## src/hdl/tsacn_pkg.sv

```systemverilog
// Shared types, constants and a helper function of the triangle setup block.
package tsacn_pkg;

  localparam int unsigned VERTEX_DEPTH = 4096;
  localparam int unsigned COORD_WIDTH  = 32;
  localparam int unsigned IDX_W        = 12;
  localparam int unsigned FIELD_W      = 32;
  localparam int unsigned QUEUE_DEPTH  = 2;

  localparam logic KIND_VERTEX   = 1'b0;
  localparam logic KIND_TRIANGLE = 1'b1;

  typedef struct packed {
    logic                      kind;
    logic [IDX_W-1:0]          vertex_index;
    logic signed [FIELD_W-1:0] pos_x;
    logic signed [FIELD_W-1:0] pos_y;
    logic signed [FIELD_W-1:0] pos_z;
    logic [IDX_W-1:0]          index_a;
    logic [IDX_W-1:0]          index_b;
    logic [IDX_W-1:0]          index_c;
  } req_t;

  typedef struct packed {
    logic [FIELD_W-1:0]        area;
    logic signed [FIELD_W-1:0] center_x;
    logic signed [FIELD_W-1:0] center_y;
    logic signed [FIELD_W-1:0] center_z;
    logic [FIELD_W-1:0]        radius;
    logic signed [FIELD_W-1:0] normal_x;
    logic signed [FIELD_W-1:0] normal_y;
    logic signed [FIELD_W-1:0] normal_z;
    logic                      degenerate;
  } res_t;

  // three vertices, element 0 is x
  typedef struct packed {
    logic [2:0][FIELD_W-1:0] a;
    logic [2:0][FIELD_W-1:0] b;
    logic [2:0][FIELD_W-1:0] c;
  } tri_t;

  // Reduce a slot index modulo the store depth; the quotient stays below 256
  // for any depth of at least 16, so eight conditional subtracts suffice.
  function automatic logic [IDX_W-1:0] slot_mod(input logic [IDX_W-1:0] idx,
                                                input int unsigned depth);
    logic [31:0] v;
    v = 32'(idx);
    for (int k = 7; k >= 0; k--) begin
      if (v >= (depth << k)) begin
        v = v - (depth << k);
      end
    end
    return v[IDX_W-1:0];
  endfunction

endpackage

```

## src/hdl/tsacn_fifo.sv

```systemverilog
// Short queue between the front end and the arithmetic pipeline.
module tsacn_fifo #(
  parameter int unsigned DEPTH = tsacn_pkg::QUEUE_DEPTH
) (
  input  logic            clk_i,
  input  logic            rst_ni,
  input  logic            push_i,
  input  tsacn_pkg::tri_t data_i,
  input  logic            pop_i,
  output tsacn_pkg::tri_t data_o,
  output logic            empty_o,
  output logic            full_o
);

  localparam int unsigned PW = (DEPTH > 1) ? $clog2(DEPTH) : 1;
  localparam int unsigned CNTW = $clog2(DEPTH + 1);

  tsacn_pkg::tri_t store_q [DEPTH];
  logic [PW-1:0]   wp_q, rp_q;
  logic [CNTW-1:0] cnt_q;
  logic            do_push, do_pop;

  assign empty_o = (cnt_q == '0);
  assign full_o  = (cnt_q == CNTW'(DEPTH));
  assign do_pop  = pop_i && !empty_o;
  assign do_push = push_i && (!full_o || do_pop);
  assign data_o  = store_q[rp_q];

  always_ff @(posedge clk_i) begin
    if (do_push) begin
      store_q[wp_q] <= data_i;
    end
  end

  always_ff @(posedge clk_i or negedge rst_ni) begin
    if (!rst_ni) begin
      wp_q  <= '0;
      rp_q  <= '0;
      cnt_q <= '0;
    end else begin
      if (do_push) begin
        wp_q <= (wp_q == PW'(DEPTH - 1)) ? '0 : wp_q + PW'(1);
      end
      if (do_pop) begin
        rp_q <= (rp_q == PW'(DEPTH - 1)) ? '0 : rp_q + PW'(1);
      end
      if (do_push && !do_pop) begin
        cnt_q <= cnt_q + CNTW'(1);
      end else if (do_pop && !do_push) begin
        cnt_q <= cnt_q - CNTW'(1);
      end
    end
  end

endmodule

```

## config.mk

```make
export PLATFORM = sky130hd
export DESIGN_NAME = tsacn_fifo
export DESIGN_NICKNAME = d
export VERILOG_FILES = /design/src/hdl/tsacn_pkg.sv /design/src/hdl/tsacn_fifo.sv
export SDC_FILE = /design/constraint.sdc
export NUM_CORES = 1
export LEC_CHECK = 0
export BUFFER_PORTS_ARGS = -buffer_cell sky130_fd_sc_hd__clkbuf_2
export CAP_MARGIN = 40
export CELL_PAD_IN_SITES_DETAIL_PLACEMENT = 0
export CELL_PAD_IN_SITES_GLOBAL_PLACEMENT = 1
export CORE_AREA = 3 3 224 226
export CTS_BUF_LIST = sky130_fd_sc_hd__clkbuf_8 sky130_fd_sc_hd__clkbuf_16
export DETAILED_ROUTE_END_ITERATION = 12
export DIE_AREA = 0 0 227 229
export PLACE_DENSITY = 0.76
export SYNTH_ARGS = -nofsm -noshare
export SYNTH_HDL_FRONTEND = slang
export SYNTH_SLANG_ARGS = --single-unit
export TNS_END_PERCENT = 100
```

## constraint.sdc

```tcl
create_clock -name clk_i -period 35.3 [get_ports clk_i]
set_input_delay 7.06 -clock clk_i [delete_from_list [all_inputs] [get_ports clk_i]]
set_output_delay 7.06 -clock clk_i [all_outputs]
set_load 0.1 [all_outputs]
```

After elaboration in Yosys (flattened, before gate mapping)
Memories as Yosys holds them, arrays and structs flattened.
Index checks and enable logic that the tools add are counted.
Widths: inputs -> output; s select.
{ "totals": {"ff_bits": 4, "latch_bits": 0, "ram_bits": 576, "rom_bits": 0, "inputBits": 292, "word_cells": 26, "mem_count": 1} }
{ "memory_table": {"columns": ["memory", "words", "width", "read_ports", "rd_ports_with_merged_regs", "write_ports", "line", "text"], "rows": [
  ["store_q", 2, 288, 1, 0, 1, "tsacn_fifo.sv:18", "tsacn_pkg::tri_t store_q [DEPTH];"]
]} }
{ "classes": {"addsub": 4, "multipliers": 0, "div_mod_pow": 0, "n_lt_le_gt_ge": 0, "eq_ne": 1, "shifts": 0, "mux": 6, "n_bitwise": 0, "n_reduce_logical": 11} }
{ "ops": {"columns": ["op", "n"], "rows": [
  ["$logic_and 1x1->1", 4],
  ["$logic_not 1->1", 4],
  ["$mux 1", 4],
  ["$mux 2", 2],
  ["$add 1x1->1 const B", 2],
  ["$add 2x1->2 const B", 1],
  ["$eq 2x2->1 const B", 1],
  ["$logic_not 2->1", 1],
  ["$reduce_bool 2->1", 1],
  ["$sub 2x1->2 const B", 1],
  ["$logic_or 1x1->1", 1]
]} }

Depth between registers and ports, before layout
{ "logic_depth": {"word_depth": 9, "mapped_depth": 7, "depth_no_buf": 7} }

Worst setup path before layout
No wires, ideal clock.
{ "synth_timing": {"kind": "in2reg", "from": "input port pop_i", "to": "memory store_q[0][0] (netlist bit) (enable)", "setup_time_ps": 942, "arrival_ps": 19083, "required_ps": 34358, "path_slack_ps": 15275, "stages": 2, "cell_sequence": "o21ai_1 nor2_1"} }
{ "synth_between": {"elab_chain_len": 5} }
{ "synth_rtl": {"columns": ["item", "line", "text"], "rows": [
  ["start: declaration", "tsacn_fifo.sv:9", "input logic pop_i,"],
  ["$logic_and 1x1->1", "tsacn_fifo.sv:25", "assign do_pop = pop_i && !empty_o;"],
  ["$logic_or 1x1->1", "tsacn_fifo.sv:26", "assign do_push = push_i && (!full_o || do_pop);"],
  ["$logic_and 1x1->1", "tsacn_fifo.sv:26", null],
  ["$mux 1", "tsacn_fifo.sv:30", "if (do_push) begin"],
  ["$mux 1 (not written as such)", "tsacn_fifo.sv:31", "store_q[wp_q] <= data_i;"],
  ["end: declaration", "tsacn_fifo.sv:18", null]
]} }
No other way between the ends.

==> impl_metrics.toml <==
[floorplan]
io_pins = 582
num_rows = 81
initial_core_util_pct = 44.9
die_w_um = 227
dieArea_sq_um = 52000
die_height_um = 229
core_area_sq_um = 48500

[worst_setup_path]
worstSetupPathType = "register to primary output"
slowest_stage = "buf_4"
crit_family = "buffers and inverters"
path_max_fanout = 50
slowest_delay_ps = 730
crit_required_ps = 28240
cp.buffers_inverters = 5
cp-start-kind = "register"
crit_path_end_kind = "primary output"
path_cells = "buf_16 -> buf_4 -> buf_4 -> buf_16 -> mux2_4 -> clkbuf_2"
cp.arrival_ps = 3590

[yosys]
synth_top_area_share_pct = 79.3
synthesis.nets = 1209
yosys-top-cells-area = "edfxtp_1 79%, mux2_4 14%, mux2_2 4.5%, buf_6 1.3%, dfrtp_1 0.46%"
synth-seq-cells = 580
yosysWarnings = 0
post_synth_num_cell_types = 14
synthCells = 916
synth_fa_ha_area_share_pct = 0.0574
synth_compound_area_share_pct = 0.0459
synthSimpleGateAreaFrac_pct = 0.0975
synth_top_cell_by_area = "edfxtp_1"
synth.mux.area_fraction_pct = 18.3
avgSynthCellArea_sq_um = 23.8
netlist_area_sq_um = 21800
yosysSeqAreaShare_pct = 79.8
synth-xor-area-share_pct = 0.201
synth_top_family_by_area = "multiplexers"

[clock_tree]
clockRootBuffer = "clkbuf_16"
clk_pin_slew_ps = 60
numClockSinks = 580
cts_made_buffers = 58
ctsHoldBuffers = 0
clk_latency_ps = 590
cts_max_level = 2
cts-resized-gates = 0
cts_setup_buffers = 0
cts_buffer_depth = 3
cts_tree = "yes"

[finish]
layout_common_cells = "581 x clkbuf_2, 576 x edfxtp_1, 200 x mux2_4"
utilization_pct = 56.5
layout-drive-gt1-share_pct = 61.5
final_nets = 1837
final_common_cell = "clkbuf_2"
area_delta_synth_final_pct = 25.7
final_cells = 2220
final_cell_area_sq_um = 27400

[timing]
maxSlewViolCount = 0
rsz0062_at_grt = "false"
tightestPinTransition_ps = 1250
timing.final.crit_share_pct = 30.2
fin_tns_setup_ps = 0
slew_headroom_pct = 16.6
timing.fmax_mhz = 93.9
setup_violations = 0
skew_ps = 9.33
period_minus_slack_ps = 10650
hold_viol = 0

[route]
vias_per_cell = 4.88
drt_iter0_markers = 690
vias = 10800
avgRoutedWirePerCell_um = 21.4
first_pass_iters = 5
detail-route-antenna-nets = 0
wirelength_um = 47600
route.detailed.drc = 0

[grt]
grt_pass1_vias = 11300
grt_first_pass_wirelength_um = 69000
grt_max_degree = 140
grt.total_usage_pct = 17.8
antenna_found_initial = 10
grt.overflow.total = 0

[placed_design]
place.gp.congestion = 0.854
dp_hpwl_um = 34300
portBuffers = 581
place_inst = 2105
postPlaceCellArea_sq_um = 25500

[worst_hold_path]
hold_class = "register to register"

[flow_run]
drv_cap = 0

[status]
status = "finished, final reports clean"
-- cells in the mapped netlist, drive strengths merged --
cell    number
nand2b       1
buf         32
xor2         2
nor2         4
xnor2        3
inv          3
dfrtp        4
ha           1
mux2       288
edfxtp     576
o21ai        2
-- kinds of logic (layout without fill, tap and decap cells) --
group / Yosys count / in the layout
xor+xnor: 5 / 5
compound gates: 2 / 2
simple gates: 5 / 5
buf+inv: 35 / 712
fa+ha+maj: 1 / 1
flops: 580 / 580
mux: 288 / 288
other cells: 0 / 5
-- path summary, 6_finish.rpt --
path | startpoint | endpoint | slack, ps | cells past startpoint
min | cnt_q[1] | cnt_q[1] | 530 | 1
min in group asynchronous | rst_ni | wp_q | 6280 | 1
max in group asynchronous | rst_ni | rp_q | 28860 | 1
max | rp_q | data_o[240] | 24650 | 6
min reg2reg | cnt_q[1] | cnt_q[1] | 530 | 1
max reg2reg | cnt_q[0] | store_q[1][149] | 32020 | 6
-- layout make-up --
class,count,area (sq um)
Antenna cell,5,12.5
Clock buffer,61,1530
Clock inverter,48,374
Fill cell,3668,21100
Inverter,3,11.3
Multi-Input combinational cell,301,4100
Sequential cell,580,17400
Tap cell,622,778
Timing Repair Buffer,600,3220
-- registers in the layout, summed over array words and instances (netlist names) --
name and count:
store_q 576, cnt_q 2, rp_q 1, wp_q 1
-- metal layers --
metal | global-route usage [%] | routed length, um | vias to the layer above
met4 | 5.57 | 1180 | 10
li1 | - | - | 4942
met5 | 0 | 64 | -
met3 | 7.29 | 5000 | 77
met1 | 20.1 | 17200 | 5369
met2 | 30.6 | 24100 | 441
-- stage by stage --
step	worst slack, ps	hold WS (ps)
6_report	24650	526
5_1_grt	24470	551
4_1_cts	24320	528
3_5_place_dp	24960	509
3_3_place_gp	24750	516
2_1_floorplan	15270	480
Power is not shown: default switching activity piles up to over one toggle a cycle in this logic, so the estimate is an artifact.
